==> src/sv/rsi_pkg.sv <==
// Shared widths, constants and controller/datapath types of the relative strength index block.
package rsi_pkg;

    // Width of the price field on the input channel.
    localparam int PRICE_PORT_BITS = 32;
    // Width of the window length register and of the serial divisor.
    localparam int LEN_BITS = 10;
    // Width of the result in hundredths; also the number of ratio digits.
    localparam int RSI_BITS = 14;
    // Widest fixed point average that the block keeps.
    localparam int AVG_CAP = 62;

    localparam logic [LEN_BITS-1:0] RESET_LENGTH     = 10'd14;
    localparam logic [RSI_BITS-1:0] SCALE_HUNDREDTHS = 14'd10000;

    typedef enum logic [1:0] {
        RES_ZERO,
        RES_FULL,
        RES_RATIO
    } res_sel_t;

    typedef struct packed {
        logic     in_ready;
        logic     clear_series;
        logic     take_change;
        logic     accumulate;
        logic     load_wilder;
        logic     load_first;
        logic     finish;
        logic     ratio_start;
        logic     out_load;
        res_sel_t res_sel;
    } rsi_cmd_t;

    typedef struct packed {
        logic in_valid;
        logic first;
        logic count_below;
        logic count_reaches;
        logic div_done;
        logic loss_zero;
        logic ratio_done;
        logic out_free;
    } rsi_status_t;

endpackage

==> src/sv/rsi_in_if.sv <==
// Input channel carrying one close price word per handshake.
interface rsi_in_if import rsi_pkg::*; ();
    logic                       valid;
    logic                       ready;
    logic [PRICE_PORT_BITS-1:0] price;
    logic                       series_start;

    modport source (output valid, output price, output series_start, input ready);
    modport sink   (input valid, input price, input series_start, output ready);
endinterface

==> src/sv/rsi_out_if.sv <==
// Output channel carrying one RSI result word per handshake.
interface rsi_out_if import rsi_pkg::*; ();
    logic                valid;
    logic                ready;
    logic [RSI_BITS-1:0] rsi_hundredths;
    logic                rsi_valid;

    modport source (output valid, output rsi_hundredths, output rsi_valid, input ready);
    modport sink   (input valid, input rsi_hundredths, input rsi_valid, output ready);
endinterface

==> src/sv/rsi_div.sv <==
// Serial restoring divider by the window length, one quotient bit per cycle.
module rsi_div import rsi_pkg::*; #(
    parameter int N_BITS = 48
) (
    input  logic                clk,
    input  logic                rst_n,
    input  logic                start,
    input  logic [LEN_BITS-1:0] divisor,
    input  logic [N_BITS-1:0]   dividend,
    input  logic [LEN_BITS-1:0] rem_init,
    output logic                busy,
    output logic [N_BITS-1:0]   quotient,
    output logic [LEN_BITS-1:0] remainder
);

    localparam int CNT_BITS = $clog2(N_BITS + 1);

    logic                busy_reg;
    logic [CNT_BITS-1:0] count_reg;
    logic [N_BITS-1:0]   shift_reg;
    logic [LEN_BITS-1:0] rem_reg;
    logic [LEN_BITS-1:0] divisor_reg;

    logic [LEN_BITS:0]   trial;
    logic [LEN_BITS:0]   trial_diff;
    logic                trial_ge;

    // The dividend shifts out at the top while quotient bits enter at the bottom.
    assign trial      = {rem_reg, shift_reg[N_BITS-1]};
    assign trial_ge   = trial >= {1'b0, divisor_reg};
    assign trial_diff = trial - {1'b0, divisor_reg};

    always_ff @(posedge clk or negedge rst_n)
    begin
        if (!rst_n)
        begin
            busy_reg  <= 1'b0;
            count_reg <= '0;
        end
        else if (start)
        begin
            busy_reg  <= 1'b1;
            count_reg <= CNT_BITS'(N_BITS);
        end
        else if (busy_reg)
        begin
            count_reg <= count_reg - CNT_BITS'(1);
            if (count_reg == CNT_BITS'(1))
            begin
                busy_reg <= 1'b0;
            end
        end
    end

    always_ff @(posedge clk)
    begin
        if (start)
        begin
            shift_reg   <= dividend;
            rem_reg     <= rem_init;
            divisor_reg <= divisor;
        end
        else if (busy_reg)
        begin
            shift_reg <= {shift_reg[N_BITS-2:0], trial_ge};
            rem_reg   <= trial_ge ? trial_diff[LEN_BITS-1:0] : trial[LEN_BITS-1:0];
        end
    end

    assign busy      = busy_reg;
    assign quotient  = shift_reg;
    assign remainder = rem_reg;

endmodule

==> src/sv/rsi_ratio.sv <==
// Serial unit forming floor(10000 * g / (g + l)) one decimal-scale bit at a time.
module rsi_ratio import rsi_pkg::*; #(
    parameter int AVG_BITS = 48
) (
    input  logic                clk,
    input  logic                rst_n,
    input  logic                start,
    input  logic [AVG_BITS-1:0] gain,
    input  logic [AVG_BITS-1:0] loss,
    output logic                busy,
    output logic [RSI_BITS-1:0] ratio
);

    localparam int BIT_BITS = $clog2(RSI_BITS);

    logic                busy_reg;
    logic                phase_reg;
    logic [BIT_BITS-1:0] bit_reg;
    logic [AVG_BITS-1:0] g_reg;
    logic [AVG_BITS:0]   d_reg;
    logic [AVG_BITS+1:0] r_reg;
    logic [RSI_BITS-1:0] q_reg;

    logic [AVG_BITS+1:0] d_wide;
    logic [AVG_BITS+1:0] r_doubled;
    logic [AVG_BITS+1:0] r_added;
    logic                ge_doubled;
    logic                ge_added;
    logic                last_bit;

    assign d_wide     = {1'b0, d_reg};
    assign r_doubled  = {r_reg[AVG_BITS:0], 1'b0};
    assign r_added    = r_reg + {2'b00, g_reg};
    assign ge_doubled = r_doubled >= d_wide;
    assign ge_added   = r_added >= d_wide;
    assign last_bit   = bit_reg == '0;

    // Phase zero doubles the partial remainder; phase one adds the gain where the
    // scale constant has a one and is skipped elsewhere.
    always_ff @(posedge clk or negedge rst_n)
    begin
        if (!rst_n)
        begin
            busy_reg  <= 1'b0;
            phase_reg <= 1'b0;
            bit_reg   <= '0;
        end
        else if (start)
        begin
            busy_reg  <= 1'b1;
            phase_reg <= 1'b0;
            bit_reg   <= BIT_BITS'(RSI_BITS - 1);
        end
        else if (busy_reg)
        begin
            if (!phase_reg && SCALE_HUNDREDTHS[bit_reg])
            begin
                phase_reg <= 1'b1;
            end
            else
            begin
                phase_reg <= 1'b0;
                if (last_bit)
                begin
                    busy_reg <= 1'b0;
                end
                else
                begin
                    bit_reg <= bit_reg - BIT_BITS'(1);
                end
            end
        end
    end

    always_ff @(posedge clk)
    begin
        if (start)
        begin
            g_reg <= gain;
            d_reg <= {1'b0, gain} + {1'b0, loss};
            r_reg <= '0;
            q_reg <= '0;
        end
        else if (busy_reg)
        begin
            if (!phase_reg)
            begin
                r_reg <= ge_doubled ? r_doubled - d_wide : r_doubled;
                q_reg <= {q_reg[RSI_BITS-2:0], ge_doubled};
            end
            else
            begin
                r_reg <= ge_added ? r_added - d_wide : r_added;
                q_reg <= q_reg + RSI_BITS'(ge_added);
            end
        end
    end

    assign busy  = busy_reg;
    assign ratio = q_reg;

`ifndef SYNTH
    a_ratio_in_range: assert property (@(posedge clk) disable iff (!rst_n)
        $fell(busy_reg) |-> q_reg <= SCALE_HUNDREDTHS)
        else $error("ratio above full scale");

    a_remainder_bound: assert property (@(posedge clk) disable iff (!rst_n)
        $fell(busy_reg) |-> r_reg < d_wide)
        else $error("ratio remainder not below divisor");
`endif

endmodule

==> src/sv/rsi_dp.sv <==
// Datapath: series state, two averaging lanes with serial dividers, ratio unit, output register.
module rsi_dp import rsi_pkg::*; #(
    parameter int PRICE_BITS = 32,
    parameter int FRAC_BITS  = 16,
    parameter int AVG_BITS   = 48
) (
    input  logic                       clk,
    input  logic                       rst_n,
    input  logic                       cfg_we,
    input  logic [LEN_BITS-1:0]        cfg_wdata,
    input  logic                       in_valid,
    input  logic [PRICE_PORT_BITS-1:0] in_price,
    input  logic                       in_start,
    input  logic                       out_ready,
    input  rsi_cmd_t                   cmd,
    output rsi_status_t                st,
    output logic                       out_valid,
    output logic [RSI_BITS-1:0]        out_rsi,
    output logic                       out_flag
);

    // Sums of up to the longest window of changes, on top of a full average.
    localparam int SUM_BITS   = ((AVG_BITS > PRICE_BITS + LEN_BITS) ?
                                 AVG_BITS : PRICE_BITS + LEN_BITS) + 1;
    localparam int SHIFT_BITS = AVG_BITS - FRAC_BITS;
    localparam int CMP_BITS   = SUM_BITS + 2;
    localparam int WIDE_BITS  = PRICE_BITS + FRAC_BITS;
    localparam logic [AVG_BITS-1:0] AVG_MAX = '1;

    logic [LEN_BITS-1:0]   len_reg;
    logic [LEN_BITS-1:0]   eff_len;
    logic [PRICE_BITS-1:0] price_reg;
    logic                  start_reg;
    logic [PRICE_BITS-1:0] prev_reg;
    logic                  taken_reg;
    logic [LEN_BITS-1:0]   count_reg;
    logic [SUM_BITS-1:0]   sum_reg [2];
    logic [PRICE_BITS-1:0] change_reg [2];
    logic                  sub_reg [2];
    logic                  sat_reg [2];
    logic                  first_mode_reg;
    logic                  out_valid_reg;
    logic [RSI_BITS-1:0]   out_rsi_reg;
    logic                  out_flag_reg;

    logic [AVG_BITS-1:0]   avg_now [2];
    logic [WIDE_BITS-1:0]  fixed_wide [2];
    logic [AVG_BITS-1:0]   fixed_change [2];
    logic                  change_up [2];
    logic [AVG_BITS-1:0]   wilder_diff [2];
    logic [SUM_BITS+FRAC_BITS-1:0] sum_scaled [2];
    logic                  first_sat [2];
    logic [CMP_BITS-1:0]   sat_limit;
    logic [AVG_BITS-1:0]   div_dividend [2];
    logic [LEN_BITS-1:0]   div_rem_init [2];
    logic                  div_busy [2];
    logic [AVG_BITS-1:0]   div_quot [2];
    logic [LEN_BITS-1:0]   div_rem [2];
    logic [AVG_BITS-1:0]   avg_result [2];
    logic                  ratio_busy;
    logic [RSI_BITS-1:0]   ratio_q;
    logic                  in_accept;
    logic                  div_start;

    assign eff_len   = (len_reg == '0) ? LEN_BITS'(1) : len_reg;
    assign in_accept = in_valid && cmd.in_ready;
    assign div_start = cmd.load_first || cmd.load_wilder;
    assign sat_limit = CMP_BITS'(eff_len) << SHIFT_BITS;

    always_comb
    begin
        for (int i = 0; i < 2; i++)
        begin
            avg_now[i]      = sum_reg[i][AVG_BITS-1:0];
            // Change moved into fixed point, saturating at the top of the average range.
            fixed_wide[i]   = {change_reg[i], {FRAC_BITS{1'b0}}};
            fixed_change[i] = ((fixed_wide[i] >> AVG_BITS) != '0) ?
                              AVG_MAX : fixed_wide[i][AVG_BITS-1:0];
            change_up[i]    = fixed_change[i] >= avg_now[i];
            wilder_diff[i]  = change_up[i] ? fixed_change[i] - avg_now[i]
                                           : avg_now[i] - fixed_change[i];
            // First average: (sum << FRAC_BITS) / len. The high part of the dividend
            // already sits below len unless the quotient saturates.
            sum_scaled[i]   = {sum_reg[i], {FRAC_BITS{1'b0}}};
            first_sat[i]    = CMP_BITS'(sum_reg[i]) >= sat_limit;
            div_dividend[i] = cmd.load_first ? sum_scaled[i][AVG_BITS-1:0] : wilder_diff[i];
            div_rem_init[i] = cmd.load_first ? LEN_BITS'(sum_scaled[i] >> AVG_BITS) : '0;
            if (first_mode_reg)
            begin
                avg_result[i] = sat_reg[i] ? AVG_MAX : div_quot[i];
            end
            else if (sub_reg[i])
            begin
                // Falling towards the change: round the step up.
                avg_result[i] = avg_now[i] - div_quot[i] - AVG_BITS'(div_rem[i] != '0);
            end
            else
            begin
                avg_result[i] = avg_now[i] + div_quot[i];
            end
        end
    end

    for (genvar i = 0; i < 2; i++)
    begin : g_lane
        rsi_div #(
            .N_BITS (AVG_BITS)
        ) u_div (
            .clk       (clk),
            .rst_n     (rst_n),
            .start     (div_start),
            .divisor   (eff_len),
            .dividend  (div_dividend[i]),
            .rem_init  (div_rem_init[i]),
            .busy      (div_busy[i]),
            .quotient  (div_quot[i]),
            .remainder (div_rem[i])
        );
    end

    rsi_ratio #(
        .AVG_BITS (AVG_BITS)
    ) u_ratio (
        .clk   (clk),
        .rst_n (rst_n),
        .start (cmd.ratio_start),
        .gain  (avg_now[0]),
        .loss  (avg_now[1]),
        .busy  (ratio_busy),
        .ratio (ratio_q)
    );

    always_ff @(posedge clk or negedge rst_n)
    begin
        if (!rst_n)
        begin
            len_reg       <= RESET_LENGTH;
            prev_reg      <= '0;
            taken_reg     <= 1'b0;
            count_reg     <= '0;
            sum_reg[0]    <= '0;
            sum_reg[1]    <= '0;
            out_valid_reg <= 1'b0;
        end
        else
        begin
            if (cfg_we)
            begin
                len_reg <= cfg_wdata;
            end
            if (cmd.clear_series)
            begin
                prev_reg   <= price_reg;
                taken_reg  <= 1'b1;
                count_reg  <= '0;
                sum_reg[0] <= '0;
                sum_reg[1] <= '0;
            end
            if (cmd.take_change)
            begin
                prev_reg <= price_reg;
            end
            for (int i = 0; i < 2; i++)
            begin
                if (cmd.accumulate)
                begin
                    sum_reg[i] <= sum_reg[i] + SUM_BITS'(change_reg[i]);
                end
                else if (cmd.load_wilder)
                begin
                    sum_reg[i] <= SUM_BITS'(avg_now[i]);
                end
                else if (cmd.finish)
                begin
                    sum_reg[i] <= SUM_BITS'(avg_result[i]);
                end
            end
            if (cmd.accumulate)
            begin
                count_reg <= count_reg + LEN_BITS'(1);
            end
            else if (cmd.load_wilder)
            begin
                count_reg <= eff_len;
            end
            if (cmd.out_load)
            begin
                out_valid_reg <= 1'b1;
            end
            else if (out_ready)
            begin
                out_valid_reg <= 1'b0;
            end
        end
    end

    always_ff @(posedge clk)
    begin
        if (in_accept)
        begin
            price_reg <= PRICE_BITS'(in_price);
            start_reg <= in_start;
        end
        if (cmd.take_change)
        begin
            change_reg[0] <= (price_reg > prev_reg) ? price_reg - prev_reg : '0;
            change_reg[1] <= (price_reg > prev_reg) ? '0 : prev_reg - price_reg;
        end
        if (div_start)
        begin
            first_mode_reg <= cmd.load_first;
        end
        for (int i = 0; i < 2; i++)
        begin
            if (cmd.load_first)
            begin
                sat_reg[i] <= first_sat[i];
            end
            if (cmd.load_wilder)
            begin
                sub_reg[i] <= !change_up[i];
            end
        end
        if (cmd.out_load)
        begin
            unique case (cmd.res_sel)
                RES_ZERO:
                begin
                    out_rsi_reg  <= '0;
                    out_flag_reg <= 1'b0;
                end
                RES_FULL:
                begin
                    out_rsi_reg  <= SCALE_HUNDREDTHS;
                    out_flag_reg <= 1'b1;
                end
                RES_RATIO:
                begin
                    out_rsi_reg  <= ratio_q;
                    out_flag_reg <= 1'b1;
                end
                default:
                begin
                    out_rsi_reg  <= '0;
                    out_flag_reg <= 1'b0;
                end
            endcase
        end
    end

    assign st.in_valid      = in_valid;
    assign st.first         = start_reg || !taken_reg;
    assign st.count_below   = count_reg < eff_len;
    assign st.count_reaches = ({1'b0, count_reg} + (LEN_BITS + 1)'(1)) >= {1'b0, eff_len};
    assign st.div_done      = !div_busy[0] && !div_busy[1];
    assign st.loss_zero     = sum_reg[1] == '0;
    assign st.ratio_done    = !ratio_busy;
    assign st.out_free      = !out_valid_reg || out_ready;

    assign out_valid = out_valid_reg;
    assign out_rsi   = out_rsi_reg;
    assign out_flag  = out_flag_reg;

`ifndef SYNTH
    a_average_in_range: assert property (@(posedge clk) disable iff (!rst_n)
        cmd.finish |=> ((sum_reg[0] >> AVG_BITS) == '0) && ((sum_reg[1] >> AVG_BITS) == '0))
        else $error("average left the fixed point range");
`endif

endmodule

==> src/sv/rsi_ctrl.sv <==
// Controller state machine sequencing one price word through the datapath.
module rsi_ctrl import rsi_pkg::*; (
    input  logic        clk,
    input  logic        rst_n,
    input  rsi_status_t st,
    output rsi_cmd_t    cmd
);

    typedef enum logic [2:0] {
        ST_IDLE,
        ST_EVAL,
        ST_UPDATE,
        ST_PREP,
        ST_DIV,
        ST_RSTART,
        ST_RATIO,
        ST_PUBLISH
    } state_t;

    state_t   state_reg;
    state_t   state_next;
    res_sel_t res_sel_reg;
    res_sel_t res_sel_next;

    always_comb
    begin
        cmd          = '0;
        cmd.res_sel  = res_sel_reg;
        state_next   = state_reg;
        res_sel_next = res_sel_reg;
        unique case (state_reg)
            ST_IDLE:
            begin
                cmd.in_ready = 1'b1;
                if (st.in_valid)
                begin
                    state_next = ST_EVAL;
                end
            end
            ST_EVAL:
            begin
                if (st.first)
                begin
                    cmd.clear_series = 1'b1;
                    res_sel_next     = RES_ZERO;
                    state_next       = ST_PUBLISH;
                end
                else
                begin
                    cmd.take_change = 1'b1;
                    state_next      = ST_UPDATE;
                end
            end
            ST_UPDATE:
            begin
                if (st.count_below)
                begin
                    cmd.accumulate = 1'b1;
                    if (st.count_reaches)
                    begin
                        state_next = ST_PREP;
                    end
                    else
                    begin
                        res_sel_next = RES_ZERO;
                        state_next   = ST_PUBLISH;
                    end
                end
                else
                begin
                    cmd.load_wilder = 1'b1;
                    state_next      = ST_DIV;
                end
            end
            ST_PREP:
            begin
                cmd.load_first = 1'b1;
                state_next     = ST_DIV;
            end
            ST_DIV:
            begin
                if (st.div_done)
                begin
                    cmd.finish = 1'b1;
                    state_next = ST_RSTART;
                end
            end
            ST_RSTART:
            begin
                if (st.loss_zero)
                begin
                    res_sel_next = RES_FULL;
                    state_next   = ST_PUBLISH;
                end
                else
                begin
                    cmd.ratio_start = 1'b1;
                    state_next      = ST_RATIO;
                end
            end
            ST_RATIO:
            begin
                if (st.ratio_done)
                begin
                    res_sel_next = RES_RATIO;
                    state_next   = ST_PUBLISH;
                end
            end
            ST_PUBLISH:
            begin
                if (st.out_free)
                begin
                    cmd.out_load = 1'b1;
                    state_next   = ST_IDLE;
                end
            end
        endcase
    end

    always_ff @(posedge clk or negedge rst_n)
    begin
        if (!rst_n)
        begin
            state_reg   <= ST_IDLE;
            res_sel_reg <= RES_ZERO;
        end
        else
        begin
            state_reg   <= state_next;
            res_sel_reg <= res_sel_next;
        end
    end

`ifndef SYNTH
    a_units_quiet_when_idle: assert property (@(posedge clk) disable iff (!rst_n)
        (state_reg == ST_IDLE) |-> (st.div_done && st.ratio_done))
        else $error("arithmetic unit still running while accepting words");
`endif

endmodule

==> src/sv/relative_strength_index.sv <==
// Top level of the Wilder relative strength index block.
//
// The block takes one close price word at a time and returns one result word for
// each, in order: the RSI in hundredths (0 to 10000) and a flag that is set once
// window_length price changes have been seen in the current series. A word with
// series_start set, or the first word after reset, opens a new series and returns
// zero with the flag clear; so does every word while the first window is still
// being summed. The first averages are the raw sums of gains and losses divided by
// the window length, after which each change updates them by Wilder smoothing,
// all in unsigned fixed point with FRAC_BITS fraction bits and every division
// truncated. A zero loss average gives 10000. Only the low PRICE_BITS bits of the
// price are used, and a window length of zero acts as one. The block works on one
// word at a time. AVG_BITS is PRICE_BITS + FRAC_BITS, capped at 62. The word that
// forms the first averages and every word that smooths them pass through the two
// serial dividers, which produce one quotient bit per cycle and hold the controller
// until both are done, and then through the ratio unit, which works through the 14
// result bits one at a time and hands the ratio over; with a zero loss average the
// ratio unit is skipped. The next word is accepted in the cycle after the result is
// loaded. A result that the consumer has not yet taken waits in the output register
// while the next price word is accepted, and holds the block back only if the
// following result is ready before it is taken. The window length register is
// written through cfg_we and cfg_wdata; the user must write it only while no word
// is in flight, as the block itself does not enforce this.
module relative_strength_index import rsi_pkg::*; #(
    parameter int PRICE_BITS = 32,
    parameter int FRAC_BITS  = 16
) (
    input  logic                clk,
    input  logic                rst_n,
    rsi_in_if.sink              prices,
    rsi_out_if.source           results,
    input  logic                cfg_we,
    input  logic [LEN_BITS-1:0] cfg_wdata
);

    // Width of the fixed point averages; they are capped at 62 bits.
    localparam int AVG_BITS = (PRICE_BITS + FRAC_BITS > AVG_CAP) ?
                              AVG_CAP : PRICE_BITS + FRAC_BITS;

    rsi_cmd_t    cmd;
    rsi_status_t st;

    // The controller only steps through the sequence; every register that holds a
    // value of the series lives in the datapath.
    rsi_ctrl u_ctrl (
        .clk   (clk),
        .rst_n (rst_n),
        .st    (st),
        .cmd   (cmd)
    );

    rsi_dp #(
        .PRICE_BITS (PRICE_BITS),
        .FRAC_BITS  (FRAC_BITS),
        .AVG_BITS   (AVG_BITS)
    ) u_dp (
        .clk       (clk),
        .rst_n     (rst_n),
        .cfg_we    (cfg_we),
        .cfg_wdata (cfg_wdata),
        .in_valid  (prices.valid),
        .in_price  (prices.price),
        .in_start  (prices.series_start),
        .out_ready (results.ready),
        .cmd       (cmd),
        .st        (st),
        .out_valid (results.valid),
        .out_rsi   (results.rsi_hundredths),
        .out_flag  (results.rsi_valid)
    );

    // A new price word is taken only when the controller is waiting for one.
    assign prices.ready = cmd.in_ready;

endmodule
==> src/flat_wrapper.sv <==
// flat-port wrapper written by rule: the top's interface ports become plain ports
module relative_strength_index_flat import rsi_pkg::*;
#(
    parameter int PRICE_BITS = 32,
    parameter int FRAC_BITS  = 16
)
  (clk, rst_n, cfg_we, cfg_wdata, prices_valid, prices_price, prices_series_start, prices_ready, results_valid, results_rsi_hundredths, results_rsi_valid, results_ready);
  rsi_in_if prices_i ();
  rsi_out_if results_i ();
  input  logic clk;
  input  logic rst_n;
  input  logic cfg_we;
  input  logic [LEN_BITS-1:0] cfg_wdata;
  input wire logic [$bits(prices_i.valid)-1:0] prices_valid;
  input wire logic [$bits(prices_i.price)-1:0] prices_price;
  input wire logic [$bits(prices_i.series_start)-1:0] prices_series_start;
  output wire logic [$bits(prices_i.ready)-1:0] prices_ready;
  output wire logic [$bits(results_i.valid)-1:0] results_valid;
  output wire logic [$bits(results_i.rsi_hundredths)-1:0] results_rsi_hundredths;
  output wire logic [$bits(results_i.rsi_valid)-1:0] results_rsi_valid;
  input wire logic [$bits(results_i.ready)-1:0] results_ready;
  assign prices_i.valid = prices_valid;
  assign prices_i.price = prices_price;
  assign prices_i.series_start = prices_series_start;
  assign prices_ready = prices_i.ready;
  assign results_valid = results_i.valid;
  assign results_rsi_hundredths = results_i.rsi_hundredths;
  assign results_rsi_valid = results_i.rsi_valid;
  assign results_i.ready = results_ready;
  relative_strength_index #(.PRICE_BITS(PRICE_BITS), .FRAC_BITS(FRAC_BITS)) u_core (.clk(clk), .rst_n(rst_n), .prices(prices_i), .results(results_i), .cfg_we(cfg_we), .cfg_wdata(cfg_wdata));
endmodule
==> config.mk <==
export PLATFORM = sky130hd
export DESIGN_NAME = relative_strength_index_flat
export DESIGN_NICKNAME = d
export VERILOG_FILES = /design/src/sv/rsi_pkg.sv /design/src/sv/rsi_in_if.sv /design/src/sv/rsi_out_if.sv /design/src/sv/rsi_div.sv /design/src/sv/rsi_ratio.sv /design/src/sv/rsi_dp.sv /design/src/sv/rsi_ctrl.sv /design/src/sv/relative_strength_index.sv /design/src/flat_wrapper.sv
export SDC_FILE = /design/constraint.sdc
export NUM_CORES = 2
export LEC_CHECK = 0
export BUFFER_PORTS_ARGS = -buffer_cell sky130_fd_sc_hd__buf_2
export CORE_ASPECT_RATIO = 1.1
export CORE_MARGIN = 10
export CORE_UTILIZATION = 30
export CTS_BUF_LIST = sky130_fd_sc_hd__clkbuf_4
export DETAILED_ROUTE_END_ITERATION = 8
export PLACE_DENSITY = 0.49
export SYNTH_ARGS = -nofsm -noshare
export SYNTH_HDL_FRONTEND = slang
export SYNTH_SLANG_ARGS = --single-unit
==> constraint.sdc <==
create_clock -name clk -period 8.6 [get_ports clk]
set_input_delay 0.43 -clock clk [delete_from_list [all_inputs] [get_ports clk]]
set_output_delay 0.43 -clock clk [all_outputs]
set_load 0.01 [all_outputs]
# Word-level counts from Yosys, hierarchy flattened
# Memories as Yosys holds them, arrays and structs flattened.
# Cells that the tools add are included.
[word_totals]
ff_bits = 513
elab_cells = 231
latch_bits = 0
input_bits = 48
mem_bits_ro = 16
n_memories = 4
out_inout_bits = 17
mem_bits_rw = 68
[op_classes]
n_mux = 102
magnitude_cmp = 12
n_eq_ne = 22
n_reduce_logical = 33
div = 0
n_mul = 0
addsub = 26
n_shift = 0
n_bitwise = 0
[mem_list]
columns = ["name", "depth", "word_bits", "rd", "rd_ports_with_merged_regs", "write_ports", "line", "rtl"]
rows = [
  ["u_core.u_dp.change_reg", 2, 32, 2, 0, 2, "rsi_dp.sv:38", "logic [PRICE_BITS-1:0] change_reg [2];"],
  ["(name not given)", 16, 1, 1, 0, 0, "rsi_ratio.sv:56", "if (!phase_reg && SCALE_HUNDREDTHS[bit_reg])"],
  ["u_core.u_dp.sat_reg", 2, 1, 2, 0, 2, "rsi_dp.sv:40", "logic sat_reg [2];"],
  ["u_core.u_dp.sub_reg", 2, 1, 2, 0, 2, "rsi_dp.sv:39", "logic sub_reg [2];"],
]
[op_table]
columns = ["operator", "count"]
rows = [
  ["48-bit 2-to-1 mux", 14],
  ["49-bit 2-to-1 mux", 6],
  ["48-bit subtractor", 6],
  ["50-bit 2-to-1 mux", 3],
  ["32-bit 2-to-1 mux", 4],
  ["10-bit 2-to-1 mux", 12],
  ["50-bit by 49-bit greater-or-equal comparator with 1-bit output", 2],
  ["50-bit by 49-bit subtractor with 50-bit output", 2],
  ["49-bit by 32-bit adder with 49-bit output", 2],
  ["49-bit by 42-bit greater-or-equal comparator with 1-bit output", 2],
  ["98-bit 2-to-1 mux", 1],
  ["48-bit adder", 2],
  ["48-bit greater-or-equal comparator", 2],
  ["48-bit by 1-bit subtractor with 48-bit output", 2],
  ["32-bit subtractor", 2],
  ["50-bit by 48-bit adder with 50-bit output", 1],
  ["48-bit by 48-bit adder with 49-bit output", 1],
  ["49-bit zero test", 1],
  ["1-bit 2-to-1 mux", 36],
  ["11-bit by 10-bit greater-or-equal comparator with 1-bit output", 3],
  ["32-bit greater-than comparator", 1],
  ["14-bit case mux with 2 select lines", 1],
  ["6-bit 2-to-1 mux", 4],
  ["3-bit case mux with 8 select lines", 1],
  ["36 further kinds", 84],
]

# Depth between registers and ports, before layout
[logic_depth]
ltp_word = 8
ltp_mapped = 36
depth_no_buf = 34

# By module
# Synthesis repeated with hierarchy kept, for this count alone.
[hier_totals]
hier_cells = 8201
hier_area_um2 = 66691.5
[by_module_without_submodules]
columns = ["module", "seq_area_each_um2", "instances", "cells_each", "area_each_um2"]
rows = [
  ["rsi_dp", 7320.8, 1, 5358, 40450.0],
  ["rsi_ratio", 4344.2, 1, 2242, 18248.8],
  ["rsi_div", 2217.1, 2, 271, 3728.6],
  ["rsi_ctrl", 125.1, 1, 59, 535.5],
]

# Worst setup path before layout
# No wires, ideal clock.
[synth_path]
path_kind = "flip-flop to flip-flop"
from = "register u_core.u_dp.u_ratio.g_reg[6]"
to = "register u_core.u_dp.u_ratio.q_reg[12], in the netlist u_core.u_dp.u_ratio.ratio[12]"
n_path_buf = 3
slack_ps = 1694
required_time_ps = 8329
setup_ps = 271
stages_incl_launch_ff = 34
t_arrival_ps = 6635
synth_period_minus_slack_ps = 6906
path_cell_list = "edfxtp_1 -> ha_1 -> a2111oi_2 -> o21ai_1 -> a21boi_2 -> o311ai_1 -> o211a_1 -> or4b_1 -> a21oi_2 -> o31ai_1 -> a21bo_2 -> xor2_1 -> ha_1 -> clkbuf_1 -> nand4_1 -> nor2_1 -> a21oi_1 -> and3_1 -> a211oi_1 -> nor2_1 -> mux2_4 -> buf_6 -> inv_6 -> buf_4 -> ha_1 -> ha_1 -> nand4_1 -> inv_1 -> nand3_1 -> or3_1 -> or2_2 -> a22o_1 -> a22oi_1 -> nor2_1"
[synth_between]
elab_chain_len = 4
[synth_lines]
columns = ["element", "line", "rtl"]
rows = [
  ["start, declared", "rsi_ratio.sv:19", "logic [AVG_BITS-1:0] g_reg;"],
  ["start signal, assigned", "rsi_ratio.sv:79", "g_reg <= gain;"],
  ["50-bit by 48-bit adder with 50-bit output", "rsi_ratio.sv:33", "assign r_added = r_reg + {2'b00, g_reg};"],
  ["50-bit by 49-bit greater-or-equal comparator with 1-bit output", "rsi_ratio.sv:35", "assign ge_added = r_added >= d_wide;"],
  ["14-bit by 1-bit adder with 14-bit output", "rsi_ratio.sv:94", "q_reg <= q_reg + RSI_BITS'(ge_added);"],
  ["14-bit 2-to-1 mux", "rsi_ratio.sv:86", "if (!phase_reg)"],
  ["end signal, assigned", "rsi_ratio.sv:89", "q_reg <= {q_reg[RSI_BITS-2:0], ge_doubled};"],
  ["end signal, assigned", "rsi_ratio.sv:94", ""],
  ["end, declared", "rsi_ratio.sv:22", "logic [RSI_BITS-1:0] q_reg;"],
]
# No other way between the ends.
# A chain may end at the register's enable or synchronous reset.

# Worst setup path in the final report
[layout_path]
from = "register u_core.u_dp.u_ratio.g_reg[10]"
to = "register u_core.u_dp.u_ratio.q_reg[12], in the netlist u_core.u_dp.u_ratio.ratio[12]"
# Same word-level chain as after synthesis.

==> key figures <==
Die
  • # rows: 177
  • Width of the die: 460 µm
  • Initial Util: 30.2%
  • Die height: 504 µm
  • Die Footprint: 231000 µm²
  • I/O Pins: 65
  • Core footprint: 211000 µm²

Global routing
  • Initial antenna violation count: 16
  • Total gr overflow: 0
  • Vias in the first global route: 61.1k
  • Largest net degree at the start of global routing: 95
  • Total track usage: 21.9%
  • First-pass GRT wire length: 390000 µm

Route
  • WL met3: 16200 µm
  • Initial drt markers: 5233
  • DRT antenna net count: 0
  • Number of remaining DRC errors: 0
  • WL per Instance: 24.2 µm
  • DRT met1 WL: 112000 µm
  • WL final: 265000 µm
  • Top sig layer: met5
  • Vias per cell: 5.70
  • First-pass DRT Iterations: 8
  • Vias: 62.6k
  • Metal2 WL: 124000 µm

Synth
  • Synth area leaders: edfxtp_1 (16%), ha_1 (16%), dfrtp_1 (6.8%)
  • Post-synth cell types: 102
  • Synthesized instance count: 7906
  • Register bit count reported by yosys: 581
  • Synthesized Nets: 8769
  • Sequential-to-total area share from yosys stat: 25.0%
  • Syn. warnings: 0
  • Most instantiated cells after synthesis: ha_1 (797), a21oi_1 (703), o21ai_0 (688)
  • Synthesized area per cell: 8.07 µm²
  • Top-area cell type share of the netlist area: 16.0%
  • Mapped cell area: 63800 µm²
  • Synth Flop Type: edfxtp_1
  • Post-synth EDFFs: 340
  • Asr flop ratio synth: 30.5%
  • Top-count cell post-synth: ha_1
  • Yosys top cell by area: edfxtp_1

Clocking
  • Worst skew pair latency: 1.23 ns
  • Clk slew on worst S/H paths: 0.07 ns
  • CTS tree: built
  • Htree depth: 4
  • CTS Buffer Depth: 3
  • Clock Sinks: 581
  • Post-CTS Setup Bufs: 0
  • Clock Tree Root: clkbuf_4
  • Total CTS buffers: 183

Layout
  • Fin nets: 8887
  • Final core occ: 33.4%
  • Finished Layout Cells: 11.0k
  • Share of cells above drive strength 1: 7.06%
  • Area growth, synth to finish: 10.9%

Run
  • Max-cap viol count: 0

Timing
  • Final Hold Viols: 0
  • Final setup fails: 0
  • Worst Tran Pin Value: 1.18 ns
  • Fmax: 0.128 GHz
  • Worst relative slew slack: 21.3%
  • Skew final: 0.0817 ns
  • Setup TNS: 0 ns
  • Post-layout minimum cycle time: 7.81 ns
  • Pins Over Slew Limit: 0
  • Period utilization: 90.8%
  • RSZ-0062 raised after global routing: no

Worst hold path
  • Hold Path Class: in -> reg

Critical path
  • CP required: 9.69 ns
  • Slowest CP cell: o311ai_0
  • Max FO, Critical Path: 6
  • Setup CP Type: reg -> reg
  • Slowest cell delay on critical path: 0.84 ns
  • Critical Path Sink Type: flip-flop
  • Critical Path AT: 8.90 ns
  • CP Launch Type: flip-flop
  • Critical Path Most Common Cell: ha_1

Place
  • Dpl hpwl: 208000 µm
  • Final estimated routing congestion in global placement: 0.978
  • IO Port Bufs: 64
  • Placed insts: 10.5k

Run status
  • Outcome: complete, no violations
[critical path: cells and delay by family (launching register included)]
| kind | cells | cell delay, ns |
|---|---|---|
| DFF | 1 | 0.38 |
| buffers and inverters | 2 | 0.15 |
| muxes | 1 | 0.32 |
| AOI/OAI and AO/OA | 9 | 2.66 |
| and+or+nand+nor | 15 | 3.03 |
| adders and majority gates | 4 | 1.14 |
[metrics by stage]
stage	instance area (µm²)	hold WS, ns	setup WS [ns]
finish	70700	0.172	0.790
global route	70700	0.0867	0.268
CTS	70700	0.00638	0.867
detailed placement	67100	0.466	0.887
global placement	67100	0.458	0.764
floorplan	63800	0.134	1.69
[routing by layer]
| metal | global-route usage [%] | vias to the layer above |
|---|---|---|
| li1 | - | 29464 |
| met1 | 27.8 | 30186 |
| met2 | 37.0 | 2356 |
| met3 | 2.86 | 547 |
| met4 | 9.97 | 10 |
| met5 | 0 | - |
[final timing paths]
| kind | start | to | slack, ns | cells after the start |
|---|---|---|---|---|
| max in group asynchronous | rst_n | u_core.u_dp.u_ratio.phase_reg | 7.49 | 4 |
| setup / recovery | u_core.u_dp.u_ratio.g_reg[10] | u_core.u_dp.u_ratio.ratio[12] | 0.79 | 31 |
| setup reg to reg | u_core.u_dp.u_ratio.g_reg[10] | u_core.u_dp.u_ratio.ratio[12] | 0.79 | 31 |
| hold / removal | cfg_we | u_core.u_dp.len_reg[5] | 0.17 | 3 |
| hold reg to reg | u_core.u_dp.len_reg[4] | u_core.u_dp.g_lane[1].u_div.divisor_reg[4] | 0.48 | 0 |
| min in group asynchronous | rst_n | u_core.u_dp.avg_now[9] | 0.40 | 4 |
[what timing repair did]
action / CTS / global route
resized for setup: 0 / 0
hold endpoints to repair: 264 / 0
hold buffers: 110 / 0
[area by class of cell]
class / instances / area, µm²
Antenna cell: 8 / 20.0
Clock buffer: 267 / 2000
Clock inverter: 79 / 473
Fill cell: 22396 / 141000
Inverter: 629 / 2370
Multi-Input combinational cell: 6353 / 44200
Sequential cell: 581 / 15900
Tap cell: 2774 / 3470
Timing Repair Buffer: 276 / 2230
[kinds of logic after synthesis]
logic type / synth area share, %
fa+ha+maj: 16.2
compound gates: 29.2
buf+inv: 5.80
flops: 25.0
simple gates: 15.2
mux: 0.867
xor+xnor: 7.75
[placed cells by master, fill, tap and decap left out, types with 98 or more instances in the layout]
cell and count:
inv_1 620, nor3_1 144, a21o_1 350, nor2_1 576, dlygate4sd3_1 109, xnor2_1 388, edfxtp_1 340, nand2b_1 99
ha_1 797, nand3_1 176, o21ai_0 688, buf_4 101, nand2_1 550, a21oi_1 702, o21bai_1 109, o21a_1 98
xor2_1 176, dfrtp_1 172, nor2b_1 102, nand4_1 107, clkbuf_4 267
Power is not shown: default switching activity piles up to over one toggle a cycle in this logic, so the estimate is an artifact.
